## config.mk

```make
export PLATFORM = sky130hd
export DESIGN_NAME = bisection_root_search
export DESIGN_NICKNAME = d
export VERILOG_FILES = /design/src/rtl/bisr_pkg.sv /design/src/rtl/bisr_conv.sv /design/src/rtl/bisection_root_search.sv
export VERILOG_INCLUDE_DIRS = /design/src /design/src/rtl
export SDC_FILE = /design/constraint.sdc
export NUM_CORES = 2
export LEC_CHECK = 0
export BUFFER_PORTS_ARGS = -buffer_cell sky130_fd_sc_hd__buf_2
export CELL_PAD_IN_SITES_DETAIL_PLACEMENT = 1
export CELL_PAD_IN_SITES_GLOBAL_PLACEMENT = 1
export CORE_ASPECT_RATIO = 0.75
export CORE_MARGIN = 5
export CORE_UTILIZATION = 54
export CTS_CLUSTER_DIAMETER = 100
export CTS_CLUSTER_SIZE = 16
export DETAILED_ROUTE_END_ITERATION = 10
export GPL_ROUTABILITY_DRIVEN = 0
export PLACE_DENSITY = 0.94
export SLEW_MARGIN = 20
export SYNTH_ARGS = -nofsm -noshare
export SYNTH_HDL_FRONTEND = slang
export SYNTH_HIERARCHICAL = 1
export SYNTH_SLANG_ARGS = --single-unit
```

## constraint.sdc

```tcl
create_clock -name clk -period 35.4 [get_ports clk]
set_input_delay 3.54 -clock clk [delete_from_list [all_inputs] [get_ports clk]]
set_output_delay 3.54 -clock clk [all_outputs]
set_load 0.1 [all_outputs]
```

## src/rtl/bisection_root_search_macros.svh

```systemverilog
// Assertion helpers for the RTL of the bisection root search.
`ifndef BISECTION_ROOT_SEARCH_MACROS_SVH
`define BISECTION_ROOT_SEARCH_MACROS_SVH

// The consequent must hold in the same cycle as the antecedent.
`define BISR_ASSERT_SAME(label, clk, rst_n, ante, cons, msg) \
    label: assert property (@(posedge clk) disable iff (!rst_n) (ante) |-> (cons)) \
        else $error(msg);

// The consequent must hold in the cycle after the antecedent.
`define BISR_ASSERT_NEXT(label, clk, rst_n, ante, cons, msg) \
    label: assert property (@(posedge clk) disable iff (!rst_n) (ante) |=> (cons)) \
        else $error(msg);

`endif

```

## src/rtl/bisr_pkg.sv

```systemverilog
package bisr_pkg;

    // Fixed field widths.
    localparam int STATUS_W    = 3;
    localparam int ABS_TOL_W   = 31;
    localparam int REL_TOL_W   = 16;
    localparam int LIMIT_W     = 8;
    localparam int CFG_INDEX_W = 2;
    localparam int CFG_DATA_W  = 31;
    localparam int FRAC_BITS   = 16;

    // Configuration register indexes.
    localparam logic [CFG_INDEX_W-1:0] CFG_ABS_TOL = 2'd0;
    localparam logic [CFG_INDEX_W-1:0] CFG_REL_TOL = 2'd1;
    localparam logic [CFG_INDEX_W-1:0] CFG_LIMIT   = 2'd2;

    // Configuration reset values.
    localparam logic [ABS_TOL_W-1:0] ABS_TOL_RESET = 31'd1;
    localparam logic [REL_TOL_W-1:0] REL_TOL_RESET = 16'd0;
    localparam logic [LIMIT_W-1:0]   LIMIT_RESET   = 8'd64;

    // Request kinds carried in the input tuser.
    localparam logic REQ_START = 1'b0;
    localparam logic REQ_VALUE = 1'b1;

    // Result status codes.
    localparam logic [STATUS_W-1:0] ST_EVAL    = 3'd0;
    localparam logic [STATUS_W-1:0] ST_CONV    = 3'd1;
    localparam logic [STATUS_W-1:0] ST_LIMIT   = 3'd2;
    localparam logic [STATUS_W-1:0] ST_NOSIGN  = 3'd3;
    localparam logic [STATUS_W-1:0] ST_IGNORED = 3'd4;

    // Sign classes of a function value.
    localparam logic [1:0] SIGN_ZERO = 2'd0;
    localparam logic [1:0] SIGN_POS  = 2'd1;
    localparam logic [1:0] SIGN_NEG  = 2'd2;

    typedef enum logic [3:0] {
        PH_IDLE    = 4'b0001,
        PH_WAIT_LO = 4'b0010,
        PH_WAIT_HI = 4'b0100,
        PH_BISECT  = 4'b1000
    } phase_t;

endpackage

```

## src/rtl/bisr_conv.sv

```systemverilog
// Convergence test: |pos_end - neg_end| < abs_tol + rel_tol * |neg_end|.
module bisr_conv
    import bisr_pkg::*;
#(
    parameter int VALUE_WIDTH = 32
)
(
    input  logic signed [VALUE_WIDTH-1:0] neg_end,
    input  logic signed [VALUE_WIDTH-1:0] pos_end,
    input  logic        [ABS_TOL_W-1:0]   abs_tol,
    input  logic        [REL_TOL_W-1:0]   rel_tol,
    output logic                          converged
);

    localparam int PROD_W = VALUE_WIDTH + REL_TOL_W;
    localparam int TOL_W  = ((VALUE_WIDTH > ABS_TOL_W) ? VALUE_WIDTH : ABS_TOL_W) + 1;

    logic signed [VALUE_WIDTH:0] diff;
    logic signed [VALUE_WIDTH:0] neg_ext;
    logic        [VALUE_WIDTH:0] width_abs;
    logic        [VALUE_WIDTH:0] mag_abs;
    logic        [PROD_W-1:0]    prod;
    logic        [TOL_W-1:0]     tol;

    assign diff    = {pos_end[VALUE_WIDTH-1], pos_end} - {neg_end[VALUE_WIDTH-1], neg_end};
    assign neg_ext = {neg_end[VALUE_WIDTH-1], neg_end};

    assign width_abs = diff[VALUE_WIDTH] ? -diff : diff;
    assign mag_abs   = neg_ext[VALUE_WIDTH] ? -neg_ext : neg_ext;

    // The magnitude fits in VALUE_WIDTH unsigned bits, the product is truncated to Q16.16.
    assign prod = PROD_W'(mag_abs[VALUE_WIDTH-1:0]) * PROD_W'(rel_tol);
    assign tol  = TOL_W'(prod[PROD_W-1:FRAC_BITS]) + TOL_W'(abs_tol);

    assign converged = TOL_W'(width_abs[VALUE_WIDTH-1:0]) < tol;

endmodule

```

## src/rtl/bisection_root_search.sv

```systemverilog
// Bisection root search: an accepted input beat is registered in the input stage, its result
// in the result stage. Throughput is one input beat per cycle unless results stall; the bracket
// update for a function value is done in one pass through a midpoint adder, one 16-bit-by-value
// multiplier and one compare. Reset (rst_n low, asynchronous) empties both pipeline stages,
// sets the search idle and restores the tolerances and iteration limit to their default values.
`include "bisection_root_search_macros.svh"

module bisection_root_search
    import bisr_pkg::*;
#(
    parameter int VALUE_WIDTH = 32,
    parameter int COUNT_WIDTH = 8
)
(
    input  logic                               clk,
    input  logic                               rst_n,

    // Input stream.
    input  logic                               s_axis_tvalid,
    output logic                               s_axis_tready,
    // tdata, from bit 0 up: lower_bound, upper_bound, func_value, zero padding
    input  logic [((3*VALUE_WIDTH+7)/8)*8-1:0] s_axis_tdata,
    // tuser: req_type
    input  logic                               s_axis_tuser,

    // Result stream.
    output logic                               m_axis_tvalid,
    input  logic                               m_axis_tready,
    // tdata, from bit 0 up: eval_point, root, zero padding
    output logic [((2*VALUE_WIDTH+7)/8)*8-1:0] m_axis_tdata,
    // tuser: status
    output logic [STATUS_W-1:0]                m_axis_tuser,

    // Configuration write channel.
    input  logic                               cfg_valid,
    output logic                               cfg_ready,
    input  logic [CFG_INDEX_W-1:0]             cfg_index,
    input  logic [CFG_DATA_W-1:0]              cfg_data
);

    localparam int OUT_DATA_W = ((2*VALUE_WIDTH+7)/8)*8;
    localparam int CMP_W      = (COUNT_WIDTH > LIMIT_W) ? COUNT_WIDTH : LIMIT_W;
    localparam logic [COUNT_WIDTH-1:0] CNT_MAX = {COUNT_WIDTH{1'b1}};

    // ------------------------------------------------------------------
    // Configuration registers. Writes are taken in every cycle; an index
    // beyond the register list is accepted and dropped.
    // ------------------------------------------------------------------
    logic [ABS_TOL_W-1:0] abs_tol_reg;
    logic [REL_TOL_W-1:0] rel_tol_reg;
    logic [LIMIT_W-1:0]   limit_reg;

    assign cfg_ready = 1'b1;

    always_ff @(posedge clk or negedge rst_n)
    begin
        if (!rst_n)
        begin
            abs_tol_reg <= ABS_TOL_RESET;
            rel_tol_reg <= REL_TOL_RESET;
            limit_reg   <= LIMIT_RESET;
        end
        else if (cfg_valid && cfg_ready)
        begin
            case (cfg_index)
                CFG_ABS_TOL: abs_tol_reg <= cfg_data[ABS_TOL_W-1:0];
                CFG_REL_TOL: rel_tol_reg <= cfg_data[REL_TOL_W-1:0];
                CFG_LIMIT:   limit_reg   <= cfg_data[LIMIT_W-1:0];
                default:     ;
            endcase
        end
    end

    // ------------------------------------------------------------------
    // Input register stage. It takes a new beat whenever it is empty or
    // its current beat moves on to the result register in the same cycle,
    // so a waiting result blocks a new beat only when this stage is full and the result is held.
    // ------------------------------------------------------------------
    logic                          in_valid_reg;
    logic                          in_req_reg;
    logic signed [VALUE_WIDTH-1:0] in_lower_reg;
    logic signed [VALUE_WIDTH-1:0] in_upper_reg;
    logic signed [VALUE_WIDTH-1:0] in_value_reg;

    logic out_valid_reg;
    logic step_fire;

    assign step_fire     = in_valid_reg && (!out_valid_reg || m_axis_tready);
    assign s_axis_tready = !in_valid_reg || step_fire;

    always_ff @(posedge clk or negedge rst_n)
    begin
        if (!rst_n)
        begin
            in_valid_reg <= 1'b0;
        end
        else if (s_axis_tready)
        begin
            in_valid_reg <= s_axis_tvalid;
        end
    end

    always_ff @(posedge clk)
    begin
        if (s_axis_tvalid && s_axis_tready)
        begin
            in_req_reg   <= s_axis_tuser;
            in_lower_reg <= s_axis_tdata[VALUE_WIDTH-1:0];
            in_upper_reg <= s_axis_tdata[2*VALUE_WIDTH-1:VALUE_WIDTH];
            in_value_reg <= s_axis_tdata[3*VALUE_WIDTH-1:2*VALUE_WIDTH];
        end
    end

    // ------------------------------------------------------------------
    // Search state.
    // ------------------------------------------------------------------
    phase_t                        phase_reg,   phase_next;
    logic signed [VALUE_WIDTH-1:0] neg_end_reg, neg_end_next;
    logic signed [VALUE_WIDTH-1:0] pos_end_reg, pos_end_next;
    logic signed [VALUE_WIDTH-1:0] held_reg,    held_next;
    logic        [1:0]             fsign_reg,   fsign_next;
    logic        [COUNT_WIDTH-1:0] count_reg,   count_next;

    // Classifies a function value as zero, positive or negative.
    function automatic logic [1:0] sign_of(input logic signed [VALUE_WIDTH-1:0] v);
        logic [1:0] s;
        if (v == '0)
            s = SIGN_ZERO;
        else if (v[VALUE_WIDTH-1])
            s = SIGN_NEG;
        else
            s = SIGN_POS;
        return s;
    endfunction

    // Floor of (a + b) / 2; the sum is one bit wider, so it never overflows.
    function automatic logic signed [VALUE_WIDTH-1:0] midpoint(
        input logic signed [VALUE_WIDTH-1:0] a,
        input logic signed [VALUE_WIDTH-1:0] b
    );
        logic [VALUE_WIDTH:0] s;
        s = {a[VALUE_WIDTH-1], a} + {b[VALUE_WIDTH-1], b};
        return s[VALUE_WIDTH:1];
    endfunction

    // Candidate bracket for this beat. While the endpoint values are being
    // checked, the ends are ordered by the sign of f(lower). While bisecting,
    // the current midpoint replaces the end whose sign it shares.
    logic signed [VALUE_WIDTH-1:0] mid_cur;
    logic signed [VALUE_WIDTH-1:0] cand_neg;
    logic signed [VALUE_WIDTH-1:0] cand_pos;
    logic signed [VALUE_WIDTH-1:0] mid_next;
    logic                          value_neg;
    logic [1:0]                    value_sign;
    logic                          no_sign_change;
    logic [COUNT_WIDTH-1:0]        count_sat;
    logic                          limit_hit;
    logic                          conv_hit;

    assign mid_cur    = midpoint(neg_end_reg, pos_end_reg);
    assign value_neg  = in_value_reg[VALUE_WIDTH-1];
    assign value_sign = sign_of(in_value_reg);

    always_comb
    begin
        if (phase_reg == PH_BISECT)
        begin
            cand_neg = value_neg ? mid_cur : neg_end_reg;
            cand_pos = value_neg ? pos_end_reg : mid_cur;
        end
        else if (fsign_reg == SIGN_POS)
        begin
            cand_neg = held_reg;
            cand_pos = neg_end_reg;
        end
        else
        begin
            cand_neg = neg_end_reg;
            cand_pos = held_reg;
        end
    end

    assign mid_next       = midpoint(cand_neg, cand_pos);
    assign no_sign_change = (fsign_reg != SIGN_ZERO) && (fsign_reg == value_sign);
    assign count_sat      = (count_reg == CNT_MAX) ? count_reg : count_reg + 1'b1;
    assign limit_hit      = (CMP_W'(count_sat) >= CMP_W'(limit_reg)) || (count_sat == CNT_MAX);

    bisr_conv #(
        .VALUE_WIDTH (VALUE_WIDTH)
    ) u_conv (
        .neg_end   (cand_neg),
        .pos_end   (cand_pos),
        .abs_tol   (abs_tol_reg),
        .rel_tol   (rel_tol_reg),
        .converged (conv_hit)
    );

    // Next state and result for the beat in the input register.
    logic [STATUS_W-1:0]           step_status;
    logic signed [VALUE_WIDTH-1:0] step_eval;
    logic signed [VALUE_WIDTH-1:0] step_root;

    always_comb
    begin
        phase_next   = phase_reg;
        neg_end_next = neg_end_reg;
        pos_end_next = pos_end_reg;
        held_next    = held_reg;
        fsign_next   = fsign_reg;
        count_next   = count_reg;
        step_status  = ST_IGNORED;
        step_eval    = '0;
        step_root    = '0;

        if (in_req_reg == REQ_START)
        begin
            // A start always aborts whatever search is running.
            neg_end_next = in_lower_reg;
            held_next    = in_upper_reg;
            fsign_next   = SIGN_ZERO;
            count_next   = '0;
            phase_next   = PH_WAIT_LO;
            step_status  = ST_EVAL;
            step_eval    = in_lower_reg;
        end
        else
        begin
            case (phase_reg)
                PH_WAIT_LO:
                begin
                    fsign_next  = value_sign;
                    phase_next  = PH_WAIT_HI;
                    step_status = ST_EVAL;
                    step_eval   = held_reg;
                end
                PH_WAIT_HI:
                begin
                    if (no_sign_change)
                    begin
                        phase_next  = PH_IDLE;
                        step_status = ST_NOSIGN;
                    end
                    else
                    begin
                        neg_end_next = cand_neg;
                        pos_end_next = cand_pos;
                        count_next   = '0;
                        if (limit_reg == '0)
                        begin
                            phase_next  = PH_IDLE;
                            step_status = ST_LIMIT;
                            step_root   = mid_next;
                        end
                        else
                        begin
                            phase_next  = PH_BISECT;
                            step_status = ST_EVAL;
                            step_eval   = mid_next;
                        end
                    end
                end
                PH_BISECT:
                begin
                    neg_end_next = cand_neg;
                    pos_end_next = cand_pos;
                    count_next   = count_sat;
                    if (conv_hit)
                    begin
                        phase_next  = PH_IDLE;
                        step_status = ST_CONV;
                        step_root   = mid_next;
                    end
                    else if (limit_hit)
                    begin
                        phase_next  = PH_IDLE;
                        step_status = ST_LIMIT;
                        step_root   = mid_next;
                    end
                    else
                    begin
                        step_status = ST_EVAL;
                        step_eval   = mid_next;
                    end
                end
                PH_IDLE:
                begin
                    step_status = ST_IGNORED;
                end
                default:
                begin
                    step_status = ST_IGNORED;
                end
            endcase
        end
    end

    always_ff @(posedge clk or negedge rst_n)
    begin
        if (!rst_n)
        begin
            phase_reg   <= PH_IDLE;
            neg_end_reg <= '0;
            pos_end_reg <= '0;
            held_reg    <= '0;
            fsign_reg   <= SIGN_ZERO;
            count_reg   <= '0;
        end
        else if (step_fire)
        begin
            phase_reg   <= phase_next;
            neg_end_reg <= neg_end_next;
            pos_end_reg <= pos_end_next;
            held_reg    <= held_next;
            fsign_reg   <= fsign_next;
            count_reg   <= count_next;
        end
    end

    // ------------------------------------------------------------------
    // Result register. It holds a beat until the consumer takes it.
    // ------------------------------------------------------------------
    logic [STATUS_W-1:0]           out_status_reg;
    logic signed [VALUE_WIDTH-1:0] out_eval_reg;
    logic signed [VALUE_WIDTH-1:0] out_root_reg;

    always_ff @(posedge clk or negedge rst_n)
    begin
        if (!rst_n)
        begin
            out_valid_reg <= 1'b0;
        end
        else if (step_fire)
        begin
            out_valid_reg <= 1'b1;
        end
        else if (m_axis_tready)
        begin
            out_valid_reg <= 1'b0;
        end
    end

    always_ff @(posedge clk)
    begin
        if (step_fire)
        begin
            out_status_reg <= step_status;
            out_eval_reg   <= step_eval;
            out_root_reg   <= step_root;
        end
    end

    assign m_axis_tvalid = out_valid_reg;
    assign m_axis_tuser  = out_status_reg;
    assign m_axis_tdata  = OUT_DATA_W'({out_root_reg, out_eval_reg});

    // ------------------------------------------------------------------
    // Assertions.
    // ------------------------------------------------------------------
    `BISR_ASSERT_SAME(a_full_stall, clk, rst_n,
        in_valid_reg && out_valid_reg && !m_axis_tready, !s_axis_tready,
        "input taken while both stages are full and stalled")

    `BISR_ASSERT_SAME(a_count_bound, clk, rst_n,
        phase_reg == PH_BISECT, count_reg != CNT_MAX,
        "bisecting with a saturated iteration count")

    `BISR_ASSERT_NEXT(a_final_idle, clk, rst_n,
        step_fire && (step_status == ST_CONV || step_status == ST_LIMIT
                      || step_status == ST_NOSIGN),
        phase_reg == PH_IDLE,
        "search not idle after a final status")

endmodule

```

After elaboration in Yosys (flattened, before gate mapping). Index checks and enable logic that the tools add are counted. Widths: inputs -> output; s select.

Register bits after elaboration: 331. Output and inout port bits: 70. Logic and storage cells: 111.

$lt $le $gt $ge: 2. Bitwise operators: 1. Muxes and demuxes: 45. Eq/ne operators: 15. Multipliers: 1. Reductions and logical operators: 22. Add/subtract/negate cells: 7.

Operator list (number): $mux 32 (20); $pmux 32 s2 (3); $pmux 32 s3 (1); $add 32x32->33 (2); $neg 32->32 (2); $mul 32x16->48 (1); $add 32x31->33 (1); $lt 32x33->1 (1); $sub 32x32->33 (1); $logic_not 32->1 (1); $mux 8 (3); $mux 4 (5); $eq 8x8->1 const B (2); $mux 2 (8); $pmux 8 s2 (1); $pmux 4 s3 (1); $reduce_and 2->1 (5); $pmux 3 s3 (1); $add 8x1->8 const B (1); $ge 8x8->1 (1); $logic_not 8->1 (1); $reduce_and 3->1 (2); $reduce_bool 2->1 (3); $eq 2x1->1 const B (2); other kinds (18) (24).

Depth between registers and ports, before layout.
Depth after elaboration: 11. Mapped depth: 62.

Hierarchy. Netlist, hierarchy kept.

Modules (own cells, without submodules): bisr_conv (cells each 2563, sequential area each 0.0 µm², times used 1, area each 21025.2 µm²); bisection_root_search (cells each 1626, sequential area each 9107.5 µm², times used 1, area each 17640.7 µm²).

Worst setup path before layout. OpenSTA, ideal clock, no wires.

Path type: reg-to-reg. From: register phase_reg[1]. To: register out_eval_reg[13], data pin. Path slack: 21962 ps. Data arrival time: 13177 ps. Data required time: 35139 ps. Buffers on the path: 4. Setup time: 261 ps. Stages on the path, launching flop included: 57. Path through: dfrtp_1 or4b_1 buf_2 nor2_1 nor2_1 clkbuf_1 a22oi_1 o21ai_0 nor4_1 and4_1 and2_1 nand2_1 o21ai_0 xnor2_1 clkbuf_1 nand2_1 fa_1 fa_1 (+21 left out) a21oi_1 or3_1 a311o_1 o31ai_1 o41ai_1 o21ai_0 nor2_1 xor2_1 ha_1 a2111oi_0 nand3_1 a31o_2 o211ai_1 nor2_1 a22o_1 and2_1 clkbuf_1 a221o_1.

Word-level cells in the longest chain between the ends: 10. Elaborated cells on any way between the ends: 20. Classes of those cells: 5 x add/sub; 1 x mul; 1 x order compare; 3 x eq/ne; 10 x mux.

RTL lines: from (decl) (line bisection_root_search.sv:117) `phase_t phase_reg, phase_next;`; from (signal assigned) (line bisection_root_search.sv:310) `phase_reg <= phase_next;`; $eq 4x4->1 * (line bisection_root_search.sv:166) `if (phase_reg == PH_BISECT)`; $mux 32 * (line bisection_root_search.sv:166); net cand_neg[3] (line bisection_root_search.sv:150) `logic signed [VALUE_WIDTH-1:0] cand_neg;`; $neg 32->32 (line bisr_conv.sv:29) `assign mag_abs = neg_ext[VALUE_WIDTH] ? -neg_ext : neg_ext;`; $mux 32 (line bisr_conv.sv:29); $mul 32x16->48 (line bisr_conv.sv:32) `assign prod = PROD_W'(mag_abs[VALUE_WIDTH-1:0]) * PROD_W'(rel_tol);`; $add 32x31->33 (line bisr_conv.sv:33) `assign tol = TOL_W'(prod[PROD_W-1:FRAC_BITS]) + TOL_W'(abs_tol);`; $lt 32x33->1 * (line bisr_conv.sv:35) `assign converged = TOL_W'(width_abs[VALUE_WIDTH-1:0]) < tol;`; net conv_hit (line bisection_root_search.sv:158) `logic conv_hit;`; $mux 32 * (line bisection_root_search.sv:267) `if (conv_hit)`; $pmux 32 s3 * (line bisection_root_search.sv:228) `case (phase_reg)`; $mux 32 * (line bisection_root_search.sv:215) `if (in_req_reg == REQ_START)`; net step_eval[13] (line bisection_root_search.sv:200) `logic signed [VALUE_WIDTH-1:0] step_eval;`; to (signal assigned) (line bisection_root_search.sv:347) `out_eval_reg <= step_eval;`; to (decl) (line bisection_root_search.sv:323) `logic signed [VALUE_WIDTH-1:0] out_eval_reg;`.

Mark *: on every way through the listed nets, which the timed path passes. The rest lies on a longest branch. A chain may end at the register's enable or synchronous reset.

Final worst setup path.
From: register in_value_reg[31]. To: register out_eval_reg[23], data pin.

Word-level cells in the longest chain between the ends: 10. Elaborated cells on any way between the ends: 24. Classes of those cells: 5 x add/sub; 1 x mul; 1 x order compare; 1 x eq/ne; 14 x mux; 2 x reduce/logical.

RTL lines: from (decl) (line bisection_root_search.sv:83) `logic signed [VALUE_WIDTH-1:0] in_value_reg;`; from (signal assigned) (line bisection_root_search.sv:110) `in_value_reg <= s_axis_tdata[3*VALUE_WIDTH-1:2*VALUE_WIDTH];`; $mux 32 * (line bisection_root_search.sv:168) `cand_neg = value_neg ? mid_cur : neg_end_reg;`; $mux 32 * (line bisection_root_search.sv:166); net cand_neg[2] (line bisection_root_search.sv:150); $neg 32->32 (line bisr_conv.sv:29); $mux 32 (line bisr_conv.sv:29); $mul 32x16->48 (line bisr_conv.sv:32); $add 32x31->33 (line bisr_conv.sv:33); $lt 32x33->1 * (line bisr_conv.sv:35); net conv_hit (line bisection_root_search.sv:158); $mux 32 * (line bisection_root_search.sv:267); $pmux 32 s3 * (line bisection_root_search.sv:228); $mux 32 * (line bisection_root_search.sv:215); net step_eval[23] (line bisection_root_search.sv:200).

Marks and branches as above.

==> results.ini <==
[flow_run]
drv_cap = 0

[synth]
synth_top_area_frac = 0.2180
synthAdderAreaFrac = 0.3105
synth_most_common_cell = inv_1
synth_enable_flop_cells = 164
synth_area_per_cell_um2 = 9.230
async_flop_share = 0.5045
synth_xor_area_frac = 0.04323
synthesis.area_um2 = 38670
synth_top_family_by_area = adder cells
synthTopCellsByArea = fa_1, edfxtp_1, dfrtp_1
synth_mux_area_frac = 0.03805
synth_fp_nets = 5031
synthCells = 4189
synth_compound_area_frac = 0.1421
ys_warn_count = 6
synth-main-ff-cell = edfxtp_1
yosys.area.top_type = fa_1
synth-simple-area-share = 0.1587
synthTopCellsByCount = inv_1, nand2_1, fa_1
ys_seq_elements = 331
ys_seq_area_frac = 0.2355
yosysUniqueCellTypes = 91

[clock_tree]
htreeDepth = 1
insertion_delay_ns = 0.63
cts.clk_slew.worst_paths_ns = 0.09
cts_made_buffers = 26
clock_path_buffers = 3
cts_tree = yes
clockRootBuffer = clkbuf_16
cts_resized = 0
cts_setup_buffers = 0
postCtsHoldBufs = 0
cts.sinks = 331

[setup_path]
crit_fanout = 45
worst_path_most_repeated_cell = fa_1
crit_path_end_kind = flip-flop
start_kind = flip-flop
arrival_ns = 18.89
worstPathRequired_ns = 35.77
slowest_stage = nor4_1
cpPeakStageDelay_ns = 1.03
path_class = flip-flop to flip-flop

[timing]
fin_tns_setup_ns = 0
clock_skew_ns = 0.03890
slew_violations = 0
setup_violations = 0
finalHoldViolCount = 0
finalCritPeriodShare = 0.5231
min_period_ns = 18.52
fmax_ghz = 0.05400
worst_pin_slew_ns = 1.211
maxSlewHeadroom = 0.1811
rsz0062_at_grt = false

[route]
vias_per_cell = 6.764
detail_route.first_pass.iterations = 7
wl_per_cell_um = 28.63
drt_iter0_drc = 4826
via_count = 35881
antenna_left = 0
drt-total-wl_um = 151900
drc = 0

[hold_path]
hold_path.class = flip-flop to flip-flop

[global_routing]
grt.total_usage = 0.3803
overflow = 0
grt_use_met3 = 0.08577
gr-usage-met1 = 0.4730
antenna_found_initial = 3
met2_usage = 0.6134
grt_pass1_vias = 39548
grt_pass1_wl_um = 231300
grt-busiest-layer = met2
grt_max_degree = 69

[floorplanning]
die-area_um2 = 77110
die_w_um = 319.0
die_y_um = 241.7
start_util = 0.5418
rows = 85
fp.coreArea_um2 = 71360
io_pins = 205

[placed_design]
port_buffers = 203
dp.final_hpwl_um = 112700

[layout]
final_nets = 5166
area_delta_synth_final_pct = 8.009
drive_gt1_frac = 0.1084
nFillCells = 8149

[status]
status = finished, final reports clean

==> final timing paths <==
check / cells after the start / end / slack, ns / from
min reg2reg: 1 / held_reg[18] / 0.48 / in_upper_reg[18]
max in group asynchronous: 3 / rel_tol_reg[7] / 30.25 / rst_n
min in group asynchronous: 1 / held_reg[31] / 2.90 / rst_n
max: 56 / out_eval_reg[23] / 16.88 / in_value_reg[31]
min: 1 / held_reg[18] / 0.48 / in_upper_reg[18]
max reg2reg: 56 / out_eval_reg[23] / 16.88 / in_value_reg[31]
==> kinds of logic (layout without fill, tap and decap cells) <==
logic type               after synthesis  in the layout
AO/OA/AOI/OAI                        819            819
XOR/XNOR                             190            190
adder cells (fa/ha/maj)              707            707
buffers and inverters                738            893
flip-flops                           331            331
multiplexers                         134            134
other                                  1              5
AND/OR/NAND/NOR                     1269           1269
==> metal layers <==
metal  routed length (um)  up-vias
li1                     -    14386
met1                54260    17822
met2                69950     2740
met3                16620      927
met4                10920        6
met5                  151        -
==> cells in the final DEF (no fill, tap or decap), types with 16 or more instances in the layout <==
| cell | netlist | layout |
|---|---|---|
| a211oi_1 | 31 | 31 |
| a21o_1 | 65 | 64 |
| a21oi_1 | 189 | 189 |
| a221o_1 | 24 | 24 |
| a22oi_1 | 30 | 30 |
| a31oi_1 | 41 | 41 |
| and2_1 | 223 | 222 |
| and3_1 | 37 | 37 |
| buf_2 | 1 | 202 |
| buf_4 | 1 | 80 |
| clkbuf_1 | 171 | 17 |
| clkbuf_16 | 0 | 27 |
| dfrtp_1 | 164 | 162 |
| edfxtp_1 | 164 | 164 |
| fa_1 | 421 | 421 |
| ha_1 | 286 | 286 |
| inv_1 | 559 | 558 |
| mux2_2 | 101 | 101 |
| mux2i_1 | 32 | 32 |
| nand2_1 | 552 | 552 |
| nand2b_1 | 30 | 30 |
| nand3_1 | 56 | 56 |
| nand4_1 | 26 | 26 |
| nor2_1 | 161 | 159 |
| nor2b_1 | 54 | 54 |
| nor3_1 | 42 | 41 |
| nor4_1 | 20 | 18 |
| o211a_1 | 22 | 22 |
| o211ai_1 | 16 | 16 |
| o21a_1 | 32 | 32 |
| o21ai_0 | 166 | 165 |
| o21bai_1 | 23 | 23 |
| o22ai_1 | 16 | 16 |
| o31ai_1 | 23 | 23 |
| xnor2_1 | 128 | 119 |
| xor2_1 | 61 | 61 |
==> critical path: cells and delay by family, from the launching register on <==
kind / cells / cell delay (ns)
compound gates: 21 / 7.10
fa+ha+maj: 9 / 4.21
simple gates: 14 / 3.85
buf+inv: 9 / 2.03
xor+xnor: 3 / 0.62
flops: 1 / 0.34
==> per-stage QoR <==
stage	hold WS, ns	worst slack (ns)	util	area, um^2	std cells
after CTS	0.4841	17.71	0.5844	41710	5299
after global placement	0.4584	19.25	0.5735	40920	5251
final	0.4798	16.88	0.5852	41760	5305
after floorplan	0.4539	21.96	-	38670	4189
after detailed placement	0.4732	17.85	0.5735	40920	5251
after global routing	0.4942	16.76	0.5851	41760	5302
==> layout make-up <==
type                            count  area [um^2]  area share
Clock buffer                       44        739.5     0.01771
Sequential cell                   331         9110      0.2181
Antenna cell                        4        10.01   0.0002397
Inverter                          560         2102     0.05033
Tap cell                          957         1197     0.02867
Timing Repair Buffer              285         1648     0.03946
Clock inverter                      4        42.54    0.001019
Multi-Input combinational cell   3120        26910      0.6444
Power is left out: the tool's default activity adds up to more than one toggle a clock period on the data nets, which glitch-free logic cannot reach.
